**config.mk**
```make
export PLATFORM = sky130hd
export DESIGN_NAME = price_level_order_table_flat
export DESIGN_NICKNAME = d
export VERILOG_FILES = /design/src/rtl/plot_pkg.sv /design/src/rtl/plot_if.sv /design/src/rtl/plot_ram.sv /design/src/rtl/plot_ctrl.sv /design/src/rtl/price_level_order_table.sv /design/src/flat_wrapper.sv
export SDC_FILE = /design/constraint.sdc
export NUM_CORES = 2
export LEC_CHECK = 0
export ABC_AREA = 1
export BUFFER_PORTS_ARGS = -buffer_cell sky130_fd_sc_hd__buf_2
export CORE_MARGIN = 4
export CORE_UTILIZATION = 60
export CTS_CLUSTER_SIZE = 14
export DETAILED_ROUTE_END_ITERATION = 10
export GPL_ROUTABILITY_DRIVEN = 1
export PLACE_DENSITY = 0.72
export REMOVE_ABC_BUFFERS = 1
export SLEW_MARGIN = 20
export SYNTH_ARGS = -nofsm -noshare
export SYNTH_HDL_FRONTEND = slang
export SYNTH_MEMORY_MAX_BITS = 65536
export SYNTH_SLANG_ARGS = --single-unit
```
**constraint.sdc**
```tcl
create_clock -name clock -period 7.1 [get_ports clock]
set_input_delay 1.42 -clock clock [delete_from_list [all_inputs] [get_ports clock]]
set_output_delay 1.42 -clock clock [all_outputs]
set_load 0.1 [all_outputs]
```
**src/rtl/plot_pkg.sv**
```systemverilog
`timescale 1ns / 1ps
`default_nettype none

package plot_pkg;

   // Field widths of the request and response transactions
   localparam int CMD_W       = 2;
   localparam int STATUS_W    = 2;
   localparam int ID_W        = 32;
   localparam int SIZE_W      = 32;
   localparam int VOL_W       = 32;
   localparam int COUNT_OUT_W = 7;

   typedef enum logic [CMD_W-1:0] {
      CMD_ADD    = 2'd0,
      CMD_REMOVE = 2'd1,
      CMD_MODIFY = 2'd2,
      CMD_NONE   = 2'd3
   } cmd_type;

   typedef enum logic [STATUS_W-1:0] {
      ST_DONE    = 2'd0,
      ST_DUP     = 2'd1,
      ST_MISSING = 2'd2,
      ST_FULL    = 2'd3
   } status_type;

   // One stored order
   typedef struct packed {
      logic              valid;
      logic [ID_W-1:0]   id;
      logic [SIZE_W-1:0] size;
   } entry_type;

   // Response payload
   typedef struct packed {
      status_type              status;
      logic [VOL_W-1:0]        total_volume;
      logic [COUNT_OUT_W-1:0]  order_count;
   } result_type;

endpackage

`default_nettype wire

```
**src/rtl/plot_if.sv**
```systemverilog
`timescale 1ns / 1ps
`default_nettype none

// Request channel
interface plot_req_if import plot_pkg::*; ();
   logic              valid;
   logic              ready;
   logic [CMD_W-1:0]  cmd;
   logic [ID_W-1:0]   order_id;
   logic [SIZE_W-1:0] order_size;

   modport source (output valid, output cmd, output order_id, output order_size,
                   input ready);
   modport sink   (input valid, input cmd, input order_id, input order_size,
                   output ready);
endinterface

// Response channel
interface plot_rsp_if import plot_pkg::*; ();
   logic                   valid;
   logic                   ready;
   logic [STATUS_W-1:0]    status;
   logic [VOL_W-1:0]       total_volume;
   logic [COUNT_OUT_W-1:0] order_count;

   modport source (output valid, output status, output total_volume, output order_count,
                   input ready);
   modport sink   (input valid, input status, input total_volume, input order_count,
                   output ready);
endinterface

`default_nettype wire

```
**src/rtl/plot_ram.sv**
```systemverilog
`timescale 1ns / 1ps
`default_nettype none

// Order entry store: one write port, one read port, registered read data
module plot_ram import plot_pkg::*; #(
   parameter  int DEPTH = 64,
   localparam int IDX_W = (DEPTH > 1) ? $clog2(DEPTH) : 1
) (
   input  wire logic             clock,
   input  wire logic             wr_en,
   input  wire logic [IDX_W-1:0] wr_addr,
   input  wire entry_type        wr_data,
   input  wire logic             rd_en,
   input  wire logic [IDX_W-1:0] rd_addr,
   output      entry_type        rd_data
);

   entry_type mem [DEPTH];
   entry_type rd_data_ff;

   always_ff @(posedge clock) begin
      if (wr_en) begin
         mem[wr_addr] <= wr_data;
      end
      if (rd_en) begin
         rd_data_ff <= mem[rd_addr];
      end
   end

   assign rd_data = rd_data_ff;

endmodule

`default_nettype wire

```
**src/rtl/plot_ctrl.sv**
```systemverilog
`timescale 1ns / 1ps
`default_nettype none

// Request sequencer: clears the store, scans it for the id and a free slot,
// then writes back at most one entry and updates the totals
module plot_ctrl import plot_pkg::*; #(
   parameter  int TABLE_DEPTH = 64,
   localparam int IDX_W = (TABLE_DEPTH > 1) ? $clog2(TABLE_DEPTH) : 1
) (
   input  wire logic             clock,
   input  wire logic             reset,
   plot_req_if.sink              req_ch,
   input  wire logic             rsp_free,
   output logic                  rsp_load,
   output result_type            rsp_data,
   output logic                  ram_wr_en,
   output logic [IDX_W-1:0]      ram_wr_addr,
   output entry_type             ram_wr_data,
   output logic                  ram_rd_en,
   output logic [IDX_W-1:0]      ram_rd_addr,
   input  wire entry_type        ram_rd_data
);

   localparam int              CNT_W    = $clog2(TABLE_DEPTH + 1);
   localparam logic [IDX_W-1:0] LAST_IDX = IDX_W'(TABLE_DEPTH - 1);
   localparam logic [CNT_W-1:0] FULL_CNT = CNT_W'(TABLE_DEPTH);

   typedef enum logic [4:0] {
      S_CLEAR  = 5'b00001,
      S_IDLE   = 5'b00010,
      S_SCAN   = 5'b00100,
      S_DRAIN  = 5'b01000,
      S_FINISH = 5'b10000
   } state_type;

   state_type         state_ff,     state_in;
   logic [IDX_W-1:0]  idx_ff,       idx_in;
   cmd_type           cmd_ff,       cmd_in;
   logic [ID_W-1:0]   id_ff,        id_in;
   logic [SIZE_W-1:0] size_ff,      size_in;
   logic              chk_vld_ff,   chk_vld_in;
   logic [IDX_W-1:0]  chk_idx_ff,   chk_idx_in;
   logic              hit_ff,       hit_in;
   logic [IDX_W-1:0]  hit_idx_ff,   hit_idx_in;
   logic              free_ff,      free_in;
   logic [IDX_W-1:0]  free_idx_ff,  free_idx_in;
   logic [VOL_W-1:0]  mod_delta_ff, mod_delta_in;
   logic [VOL_W-1:0]  rem_delta_ff, rem_delta_in;
   logic [VOL_W-1:0]  total_ff,     total_in;
   logic [CNT_W-1:0]  count_ff,     count_in;
   status_type        status;

   assign req_ch.ready = (state_ff == S_IDLE);

   always_comb begin
      state_in     = state_ff;
      idx_in       = idx_ff;
      cmd_in       = cmd_ff;
      id_in        = id_ff;
      size_in      = size_ff;
      chk_vld_in   = 1'b0;
      chk_idx_in   = idx_ff;
      hit_in       = hit_ff;
      hit_idx_in   = hit_idx_ff;
      free_in      = free_ff;
      free_idx_in  = free_idx_ff;
      mod_delta_in = mod_delta_ff;
      rem_delta_in = rem_delta_ff;
      total_in     = total_ff;
      count_in     = count_ff;
      status       = ST_DONE;
      rsp_load     = 1'b0;
      ram_wr_en    = 1'b0;
      ram_wr_addr  = idx_ff;
      ram_wr_data  = '0;
      ram_rd_en    = 1'b0;
      ram_rd_addr  = idx_ff;

      // Check the entry read in the previous cycle
      if (chk_vld_ff) begin
         if (ram_rd_data.valid && (ram_rd_data.id == id_ff)) begin
            hit_in       = 1'b1;
            hit_idx_in   = chk_idx_ff;
            mod_delta_in = size_ff - ram_rd_data.size;
            rem_delta_in = '0 - ram_rd_data.size;
         end
         if (!ram_rd_data.valid && !free_ff) begin
            free_in     = 1'b1;
            free_idx_in = chk_idx_ff;
         end
      end

      case (state_ff)
         S_CLEAR: begin
            ram_wr_en   = 1'b1;
            ram_wr_addr = idx_ff;
            ram_wr_data = '0;
            if (idx_ff == LAST_IDX) begin
               idx_in   = '0;
               state_in = S_IDLE;
            end else begin
               idx_in = idx_ff + IDX_W'(1);
            end
         end
         S_IDLE: begin
            if (req_ch.valid) begin
               cmd_in   = cmd_type'(req_ch.cmd);
               id_in    = req_ch.order_id;
               size_in  = req_ch.order_size;
               hit_in   = 1'b0;
               free_in  = 1'b0;
               idx_in   = '0;
               state_in = S_SCAN;
            end
         end
         S_SCAN: begin
            ram_rd_en   = 1'b1;
            ram_rd_addr = idx_ff;
            chk_vld_in  = 1'b1;
            chk_idx_in  = idx_ff;
            if (idx_ff == LAST_IDX) begin
               idx_in   = '0;
               state_in = S_DRAIN;
            end else begin
               idx_in = idx_ff + IDX_W'(1);
            end
         end
         S_DRAIN: begin
            state_in = S_FINISH;
         end
         S_FINISH: begin
            if (rsp_free) begin
               rsp_load = 1'b1;
               state_in = S_IDLE;
               case (cmd_ff)
                  CMD_ADD: begin
                     if (hit_ff) begin
                        status = ST_DUP;
                     end else if (!free_ff) begin
                        status = ST_FULL;
                     end else begin
                        ram_wr_en   = 1'b1;
                        ram_wr_addr = free_idx_ff;
                        ram_wr_data = '{valid: 1'b1, id: id_ff, size: size_ff};
                        total_in    = total_ff + size_ff;
                        count_in    = count_ff + CNT_W'(1);
                     end
                  end
                  CMD_REMOVE: begin
                     // empty table reports done
                     if (count_ff != '0) begin
                        if (!hit_ff) begin
                           status = ST_MISSING;
                        end else begin
                           ram_wr_en   = 1'b1;
                           ram_wr_addr = hit_idx_ff;
                           ram_wr_data = '0;
                           total_in    = total_ff + rem_delta_ff;
                           count_in    = count_ff - CNT_W'(1);
                        end
                     end
                  end
                  CMD_MODIFY: begin
                     if (!hit_ff) begin
                        status = ST_MISSING;
                     end else begin
                        ram_wr_en   = 1'b1;
                        ram_wr_addr = hit_idx_ff;
                        ram_wr_data = '{valid: 1'b1, id: id_ff, size: size_ff};
                        total_in    = total_ff + mod_delta_ff;
                     end
                  end
                  default: begin
                  end
               endcase
            end
         end
         default: begin
            state_in = S_CLEAR;
            idx_in   = '0;
         end
      endcase
   end

   assign rsp_data = '{status:       status,
                       total_volume: total_in,
                       order_count:  COUNT_OUT_W'(count_in)};

   // Control state
   always_ff @(posedge clock) begin
      if (reset) begin
         state_ff   <= S_CLEAR;
         idx_ff     <= '0;
         chk_vld_ff <= 1'b0;
         total_ff   <= '0;
         count_ff   <= '0;
      end else begin
         state_ff   <= state_in;
         idx_ff     <= idx_in;
         chk_vld_ff <= chk_vld_in;
         total_ff   <= total_in;
         count_ff   <= count_in;
      end
   end

   // Transaction payload and scan results
   always_ff @(posedge clock) begin
      cmd_ff       <= cmd_in;
      id_ff        <= id_in;
      size_ff      <= size_in;
      chk_idx_ff   <= chk_idx_in;
      hit_ff       <= hit_in;
      hit_idx_ff   <= hit_idx_in;
      free_ff      <= free_in;
      free_idx_ff  <= free_idx_in;
      mod_delta_ff <= mod_delta_in;
      rem_delta_ff <= rem_delta_in;
   end

   // Order count never exceeds the table
   a_count_bound: assert property (@(posedge clock) disable iff (reset)
      count_ff <= FULL_CNT)
      else $error("order count above table depth");

   // The scan finds a free slot exactly when the counter says there is room
   a_free_matches_count: assert property (@(posedge clock) disable iff (reset)
      (state_ff == S_FINISH && cmd_ff == CMD_ADD && !hit_ff)
         |-> (free_ff == (count_ff != FULL_CNT)))
      else $error("free slot search disagrees with order count");

   // A write-back touches only the matched entry or a free slot
   a_writeback_target: assert property (@(posedge clock) disable iff (reset)
      (state_ff == S_FINISH && ram_wr_en)
         |-> (hit_ff || (cmd_ff == CMD_ADD && free_ff)))
      else $error("write-back without a matching or free entry");

   // A successful add raises the count by one
   a_add_count: assert property (@(posedge clock) disable iff (reset)
      (state_ff == S_FINISH && rsp_free && cmd_ff == CMD_ADD && !hit_ff && free_ff)
         |=> (count_ff == $past(count_ff) + CNT_W'(1)))
      else $error("add did not increment order count");

endmodule

`default_nettype wire

```
**src/rtl/price_level_order_table.sv**
```systemverilog
`timescale 1ns / 1ps
`default_nettype none

// Price level order table. Holds up to TABLE_DEPTH resting orders (id, size)
// of one price level and their running total volume, which wraps modulo 2^32.
// Each request transaction adds, removes or modifies one order (CMD_NONE
// changes nothing) and yields one response transaction with a status, the
// total volume and the order count. Requests are handled one at a time; the
// entry memory's single read port scans one entry per cycle for the id and a
// free slot before at most one write-back. A pending response is held in an
// output register, so the next request is accepted while it waits. After
// reset a clearing pass empties the memory; no request is accepted until it
// has finished.
module price_level_order_table import plot_pkg::*; #(
   parameter int TABLE_DEPTH = 64
) (
   input  wire logic   clock,
   input  wire logic   reset,
   plot_req_if.sink    req_ch,
   plot_rsp_if.source  rsp_ch
);

   localparam int IDX_W = (TABLE_DEPTH > 1) ? $clog2(TABLE_DEPTH) : 1;

   logic             rsp_free;
   logic             rsp_load;
   result_type       rsp_data;
   logic             ram_wr_en;
   logic [IDX_W-1:0] ram_wr_addr;
   entry_type        ram_wr_data;
   logic             ram_rd_en;
   logic [IDX_W-1:0] ram_rd_addr;
   entry_type        ram_rd_data;

   logic             rsp_valid_ff, rsp_valid_in;
   result_type       rsp_data_ff;

   plot_ctrl #(
      .TABLE_DEPTH (TABLE_DEPTH)
   ) u_ctrl (
      .clock       (clock),
      .reset       (reset),
      .req_ch      (req_ch),
      .rsp_free    (rsp_free),
      .rsp_load    (rsp_load),
      .rsp_data    (rsp_data),
      .ram_wr_en   (ram_wr_en),
      .ram_wr_addr (ram_wr_addr),
      .ram_wr_data (ram_wr_data),
      .ram_rd_en   (ram_rd_en),
      .ram_rd_addr (ram_rd_addr),
      .ram_rd_data (ram_rd_data)
   );

   plot_ram #(
      .DEPTH (TABLE_DEPTH)
   ) u_ram (
      .clock   (clock),
      .wr_en   (ram_wr_en),
      .wr_addr (ram_wr_addr),
      .wr_data (ram_wr_data),
      .rd_en   (ram_rd_en),
      .rd_addr (ram_rd_addr),
      .rd_data (ram_rd_data)
   );

   // Response output register
   assign rsp_free = !rsp_valid_ff || rsp_ch.ready;

   always_comb begin
      rsp_valid_in = rsp_valid_ff;
      if (rsp_load) begin
         rsp_valid_in = 1'b1;
      end else if (rsp_ch.ready) begin
         rsp_valid_in = 1'b0;
      end
   end

   always_ff @(posedge clock) begin
      if (reset) begin
         rsp_valid_ff <= 1'b0;
      end else begin
         rsp_valid_ff <= rsp_valid_in;
      end
   end

   always_ff @(posedge clock) begin
      if (rsp_load) begin
         rsp_data_ff <= rsp_data;
      end
   end

   assign rsp_ch.valid        = rsp_valid_ff;
   assign rsp_ch.status       = rsp_data_ff.status;
   assign rsp_ch.total_volume = rsp_data_ff.total_volume;
   assign rsp_ch.order_count  = rsp_data_ff.order_count;

endmodule

`default_nettype wire

```
**src/flat_wrapper.sv**
```systemverilog
// flat-port wrapper written by rule: the top's interface ports become plain ports
module price_level_order_table_flat import plot_pkg::*;
#(
   parameter int TABLE_DEPTH = 64
)
  (clock, reset, req_ch_valid, req_ch_cmd, req_ch_order_id, req_ch_order_size, req_ch_ready, rsp_ch_valid, rsp_ch_status, rsp_ch_total_volume, rsp_ch_order_count, rsp_ch_ready);
  plot_req_if req_ch_i ();
  plot_rsp_if rsp_ch_i ();
  input  wire logic clock;
  input  wire logic reset;
  input wire logic [$bits(req_ch_i.valid)-1:0] req_ch_valid;
  input wire logic [$bits(req_ch_i.cmd)-1:0] req_ch_cmd;
  input wire logic [$bits(req_ch_i.order_id)-1:0] req_ch_order_id;
  input wire logic [$bits(req_ch_i.order_size)-1:0] req_ch_order_size;
  output wire logic [$bits(req_ch_i.ready)-1:0] req_ch_ready;
  output wire logic [$bits(rsp_ch_i.valid)-1:0] rsp_ch_valid;
  output wire logic [$bits(rsp_ch_i.status)-1:0] rsp_ch_status;
  output wire logic [$bits(rsp_ch_i.total_volume)-1:0] rsp_ch_total_volume;
  output wire logic [$bits(rsp_ch_i.order_count)-1:0] rsp_ch_order_count;
  input wire logic [$bits(rsp_ch_i.ready)-1:0] rsp_ch_ready;
  assign req_ch_i.valid = req_ch_valid;
  assign req_ch_i.cmd = req_ch_cmd;
  assign req_ch_i.order_id = req_ch_order_id;
  assign req_ch_i.order_size = req_ch_order_size;
  assign req_ch_ready = req_ch_i.ready;
  assign rsp_ch_valid = rsp_ch_i.valid;
  assign rsp_ch_status = rsp_ch_i.status;
  assign rsp_ch_total_volume = rsp_ch_i.total_volume;
  assign rsp_ch_order_count = rsp_ch_i.order_count;
  assign rsp_ch_i.ready = rsp_ch_ready;
  price_level_order_table #(.TABLE_DEPTH(TABLE_DEPTH)) u_core (.clock(clock), .reset(reset), .req_ch(req_ch_i), .rsp_ch(rsp_ch_i));
endmodule
```
### Word-level counts from Yosys, hierarchy flattened

Memory sizes are Yosys's and may differ from the RTL's. A register that Yosys moved wholly into a read port is not among the register bits.
Index checks and enable logic that the tools add are counted.

| storage, ports and cells | value |
|---|---|
| flip-flop bits (word level) | 243 |
| latch bits | 0 |
| memory bits (writable) | 4,160 |
| bits in read-only memories | 0 |
| bits of input ports | 70 |
| output and inout bits | 43 |
| word-level logic and storage cells | 122 |
| memories kept | 1 |

Memories:

| memory | depth | bits a word | read ports | clocked after memory_dff | write ports | line | text |
|---|---|---|---|---|---|---|---|
| u_core.u_ram.mem | 64 | 65 | 1 | 1 | 1 | plot_ram.sv:18 | `entry_type mem [DEPTH];` |

| operators by class | value |
|---|---|
| add/sub/neg operators | 8 |
| multiply operators | 0 |
| divide/modulo/power cells | 0 |
| order comparisons | 0 |
| equality and inequality tests | 13 |
| shift-type cells | 0 |
| mux-type cells | 63 |
| bitwise gates (word level) | 1 |
| reduce and logical (&&, ||, !) cells | 17 |

Operator list:

| kind | number |
|---|---|
| 2-to-1 mux 65 bit | 5 |
| 2-to-1 mux 32 bit | 7 |
| one-hot mux 65 bit (2 select lines) | 1 |
| adder 32 bit | 3 |
| one-hot mux 32 bit (3 select lines) | 1 |
| 2-to-1 mux 6 bit | 8 |
| 2-to-1 mux 7 bit | 6 |
| one-hot mux 6 bit (3 select lines) | 2 |
| == test 32 bit | 1 |
| subtractor 1 x 32 -> 32 bit, first input constant | 1 |
| subtractor 32 bit | 1 |
| one-hot mux 5 bit (5 select lines) | 1 |
| 2-to-1 mux 1 bit | 20 |
| 2-to-1 mux 5 bit | 4 |
| one-hot mux 7 bit (2 select lines) | 1 |
| AND reduction 2 bit | 5 |
| 2-to-1 mux 2 bit | 4 |
| adder 7 x 1 -> 7 bit, second input constant | 1 |
| nonzero test 7 bit | 1 |
| subtractor 7 x 1 -> 7 bit, second input constant | 1 |
| adder 6 x 1 -> 6 bit, second input constant | 1 |
| == test 6 bit, second input constant | 1 |
| != test 2 bit, second input constant | 3 |
| one-hot mux 2 bit (3 select lines) | 1 |
| 18 further kinds | 22 |

### Longest topological paths before layout

| depth | value |
|---|---|
| word-level depth | 7 |
| depth in mapped cells | 17 |
| depth with buffers taken out | 17 |

### Hierarchy

Synthesis repeated with hierarchy kept, for this count alone.

| unflattened totals | value |
|---|---|
| cells, all modules | 16,606 |
| area, all modules | 187,658.7 sq um |

By module, submodules not included:

| module | instances | cells each | area an instance (sq um) | sequential area each (sq um) |
|---|---|---|---|---|
| plot_ram | 1 | 13,627 | 167,812.2 | 126,871.7 |
| plot_ctrl | 1 | 2,933 | 18,572.8 | 5,445.2 |
| price_level_order_table | 1 | 46 | 1,273.7 | 1,251.2 |

### Least setup slack after synthesis

OpenSTA, ideal clock, no wires.

| timing path | value |
|---|---|
| kind | input to register |
| start point | input port rsp_ch_ready |
| end point | memory u_core.u_ram.mem[0][14] in the netlist's numbering, data pin |
| library setup time | 0.500 ns |
| data arrival time | 6.074 ns |
| required time | 6.600 ns |
| path slack | 0.527 ns |
| stages | 7 |
| buffers on the path | 1 |
| cell sequence | nor2_1 > nor2_4 > inv_2 > nor2_1 > inv_2 > buf_1 > nor2_1 |

RTL lines:

| element | line | text |
|---|---|---|
| start: declaration | flat_wrapper.sv:20 | `input wire logic [$bits(rsp_ch_i.ready)-1:0] rsp_ch_ready;` |
| end: declaration | plot_ram.sv:18 |  |

### Worst setup path in the final report

| timing path | value |
|---|---|
| start point | register u_core.u_ctrl.cmd_ff[1] |
| end point | memory u_core.u_ram.mem[45][50] in the netlist's numbering (enable) |

| on the way | value |
|---|---|
| word-level cells in the longest chain between the ends | 6 |
| elaborated cells between the ends (all ways) | 11 |
| those cells by class | 2 x eq/ne; 8 x mux; 1 x reduce/logical |

Ends and longest elaborated chain:

| element | line | text |
|---|---|---|
| start: declaration | plot_ctrl.sv:38 | `cmd_type cmd_ff, cmd_in;` |
| start signal: assignment | plot_ctrl.sv:208 | `cmd_ff <= cmd_in;` |
| == test 2 bit (tied with other cells) | plot_ctrl.sv:135 | `case (cmd_ff)` |
| one-hot mux 1 bit (3 select lines) | plot_ctrl.sv:135 |  |
| 2-to-1 mux 1 bit | plot_ctrl.sv:132 | `if (rsp_free) begin` |
| one-hot mux 1 bit (2 select lines) | plot_ctrl.sv:93 | `case (state_ff)` |
| 2-to-1 mux 1 bit | plot_ram.sv:22 | `if (wr_en) begin` |
| 2-to-1 mux 1 bit (implied by the code) | plot_ram.sv:23 | `mem[wr_addr] <= wr_data;` |

Several ways; a longest one is shown, not always the timed one.

==> flow_metrics.py <==
metrics = {
    "outcome": {
        "outcome": "completed",
    },
    "timing": {
        "finalHoldWorstSlack_ns": 0.398,
        "clock_skew_ns": 0.0851,
        "setup_tns_ns": 0,
        "rsz0062_at_grt": "no",
        "relSlewSlack_pct": 5.46,
        "maxSlewViolCount": 0,
        "setup_viol": 0,
        "worst_pin_slew_ns": 1.42,
        "clock.fmax_mhz": 211,
        "hold_viol": 0,
        "min_period_ns": 4.75,
        "fin_crit_sh_pct": 66.9,
    },
    "hold_path": {
        "holdPathEnd": "u_core.u_ctrl.free_idx_ff[4]",
        "holdPathStages": 0,
        "hold_start": "u_core.u_ctrl.chk_idx_ff[4]",
        "worstHoldPathType": "flip-flop to flip-flop",
    },
    "placed_design": {
        "place_congestion": 0.977,
        "dp_hpwl_um": 343000,
        "port_buffers": 112,
        "place_area_sq_mm": 0.189,
    },
    "routing": {
        "drt_iter0_drc": 22000,
        "routed_via_density": 6.68,
        "dr_total_vias": 128000,
        "wl_um": 585000,
        "ant_nets": 0,
        "drcViolationCount": 0,
        "drt_first_pass_iters": 6,
        "wire_per_inst_um": 30.7,
    },
    "yosys": {
        "syn_area_sq_mm": 0.183,
        "synth_ff_type": "edfxtp_1",
        "async_reset_ff_share_pct": 0,
        "yosys_warnings": 0,
        "synth_area_per_cell_sq_um": 12.5,
        "ys_ff_latch": 4468,
        "syn_inst": 14600,
        "synth_cell_types": 59,
        "synth-edff-count": 4408,
        "yosysSeqAreaShare_pct": 73.1,
    },
    "layout": {
        "syn_to_final_growth_pct": 11.4,
        "drive_above_1_share_pct": 8.60,
        "num-nets-final": 14800,
        "fillers": 20900,
        "fin_util_pct": 67.1,
        "final_cell_area_sq_mm": 0.203,
    },
    "global_routing": {
        "grt_overflow": 0,
        "grt_pass1_wl_um": 829000,
        "antenna_found_initial": 43,
        "grt_pass1_vias": 121000,
        "grt_max_degree": 237,
        "grtUsageTotal_pct": 36.2,
    },
    "floorplanning": {
        "die_x_um": 560,
        "die-area_sq_mm": 0.313,
        "rows": 202,
        "coreArea_sq_mm": 0.303,
        "io_pins": 113,
        "die_h_um": 560,
        "start_util_pct": 60.3,
    },
    "critical_path": {
        "slowest_delay_ns": 0.84,
        "r2r_cells": 12,
        "cp.required_ns": 7.70,
        "slowest_stage": "nor2_4",
        "cp.arrival_ns": 5.35,
        "crit_fanout": 24,
        "path_class": "flip-flop to flip-flop",
        "end_kind": "flip-flop",
        "rr_endpoint": "u_core.u_ram.mem[45][50]",
        "start_kind": "flip-flop",
        "crit_chain": "nor2_4 > inv_2 > nor2_2 > inv_2 > nor2_4 > inv_2 > o211ai_2 > inv_2 > nor2_4 > nand2_2 > nor2_4 > buf_4",
        "r2r-start": "u_core.u_ctrl.cmd_ff[1]",
        "worst-r2r-setup-slack_ns": 2.35,
    },
    "cts": {
        "clkLatencyLatePin_ns": 1.00,
        "cts.repair.resized": 0,
        "ctsHtreeMaxLevel": 5,
        "post-cts-setup-buffers": 0,
        "root_buffer": "clkbuf_16",
        "cts_tree": "done",
        "holdBufCountCts": 0,
        "numCtsBuffers": 437,
        "cts.sinks": 4468,
        "clkTransAtPathRegs_ns": 0.06,
        "clockBufferDepth": 4,
    },
    "power_and_ir_drop": {
        "peakVddDrop_mv": 0.343,
        "power.density_mw_per_mm2": 338,
        "p_leak_nw": 69.2,
    },
    "job": {
        "cap_violations": 0,
    },
}
==> Yosys cell counts, types with 12 or more instances <==
library cell | count | area (sq um)
nand4_1 | 109 | 682
buf_2 | 202 | 1010
o21ai_0 | 2139 | 10700
ha_1 | 129 | 1610
buf_1 | 46 | 173
nand3_1 | 625 | 3130
or2_2 | 24 | 150
inv_1 | 581 | 2180
o22ai_1 | 622 | 3890
o221ai_1 | 416 | 3640
o211ai_1 | 108 | 811
xor2_1 | 69 | 604
clkbuf_1 | 635 | 2380
dfxtp_1 | 60 | 1200
xnor2_1 | 12 | 105
a21oi_1 | 261 | 1310
buf_4 | 12 | 90.1
nor3_1 | 42 | 210
nand3b_1 | 18 | 135
o21ai_1 | 15 | 75.1
edfxtp_1 | 4408 | 132000
nand2_1 | 1508 | 5660
inv_2 | 22 | 82.6
nor2_1 | 2438 | 9150
==> worst max path at each step <==
stage                                 startpoint                       end  slack, ns  depth (start not counted)
floorplan           u_core.u_ctrl.ram_rd_addr[0]  u_core.u_ram.rd_data[41]    -153.85                          7
global placement                    rsp_ch_ready   u_core.u_ram.mem[5][56]       1.74                         13
detailed placement                  rsp_ch_ready  u_core.u_ram.mem[45][35]       1.73                         13
CTS                      u_core.u_ctrl.cmd_ff[1]  u_core.u_ram.mem[45][35]       2.41                         12
global route             u_core.u_ctrl.cmd_ff[1]  u_core.u_ram.mem[45][35]       2.17                         12
finish                   u_core.u_ctrl.cmd_ff[1]  u_core.u_ram.mem[45][50]       2.35                         12
==> worst max-delay path, delay by kind of cell, from the launching register on <==
kind	cells	cell delay, ns
simple gates	6	2.45
flops	1	0.51
buf+inv	5	1.03
compound gates	1	0.32
==> sequential cells by signal, indices dropped and copies added (netlist names), 7 cells and up <==
name	cells
u_core.u_ctrl.size_ff	32
u_core.u_ctrl.total_ff	32
u_core.rsp_ch.total_volume	32
u_core.u_ctrl.mod_delta_ff	32
u_core.u_ram.mem	4160
u_core.u_ctrl.id_ff	32
u_core.u_ctrl.count_ff	7
u_core.u_ram.rd_data	65
u_core.u_ctrl.rem_delta_ff	32
u_core.rsp_ch.order_count	7
==> metrics by stage <==
| step | power, mW | cells | setup slack [ns] |
|---|---|---|---|
| final | 68.7 | 19100 | 2.35 |
| after global routing | 70.9 | 19100 | 2.17 |
| after CTS | 68.3 | 18900 | 2.41 |
| after detailed placement | 45.5 | 18100 | 1.73 |
| after global placement | 45.0 | 18100 | 1.74 |
| after floorplan | 35.3 | 13700 | -153.85 |
==> layer usage <==
layer	wire length (um)	vias up	track usage, %
met5	167	-	0
met2	261000	9676	54.2
met4	45200	20	23.8
met1	204000	62400	48.2
met3	75300	1640	7.85
li1	-	53900	-
==> cells by family (layout without fill, tap and decap cells) <==
logic type      Yosys count  after routing  synth area share (%)
flops                  4468           4468                  73.1
compound gates         3615           3615                  11.4
fa+ha+maj               133            133                 0.928
other cells               0            144                     0
xor+xnor                 81             81                 0.388
buf+inv                1503           1838                  3.27
simple gates           4838           4838                  10.9
==> power breakdown <==
part,total (mW),internal [mW],switching (mW)
Combinational,15.9,3.98,12.0
Clock,23.2,13.2,10.1
Sequential,29.5,29.3,0.265
Total,68.7,46.4,22.3
==> cell type report <==
type                       instances  area [sq um]  area share (%)
antenna                          144           360           0.177
tap                             3978          4980            2.45
inverter                         606          2340            1.15
clock buffer                     533         11400            5.62
multi-input combinational       8667         44100            21.7
sequential                      4468        134000            65.7
clock inverter                   279          2820            1.38
timing repair buffer             420          3850            1.89
==> cells in the final DEF (no fill, tap or decap), types with 15 or more instances in the layout <==
cell       instances
edfxtp_1        4408
nor2_1          2304
o21ai_0         2139
nand2_1         1508
nand3_1          625
o22ai_1          622
inv_1            578
clkbuf_16        441
o221ai_1         416
a21oi_1          260
buf_4            231
diode_2          144
nor2_4           140
ha_1             129
buf_2            112
nand4_1          109
o211ai_1         108
clkinv_1         103
clkinv_2          89
clkbuf_1          87
buf_12            75
xor2_1            69
dfxtp_1           56
bufinv_16         46
nor3_1            41
or2_2             24
nand3b_1          18
inv_2             17
o21ai_1           15
Note: power is estimated with default switching activity, not from simulation.
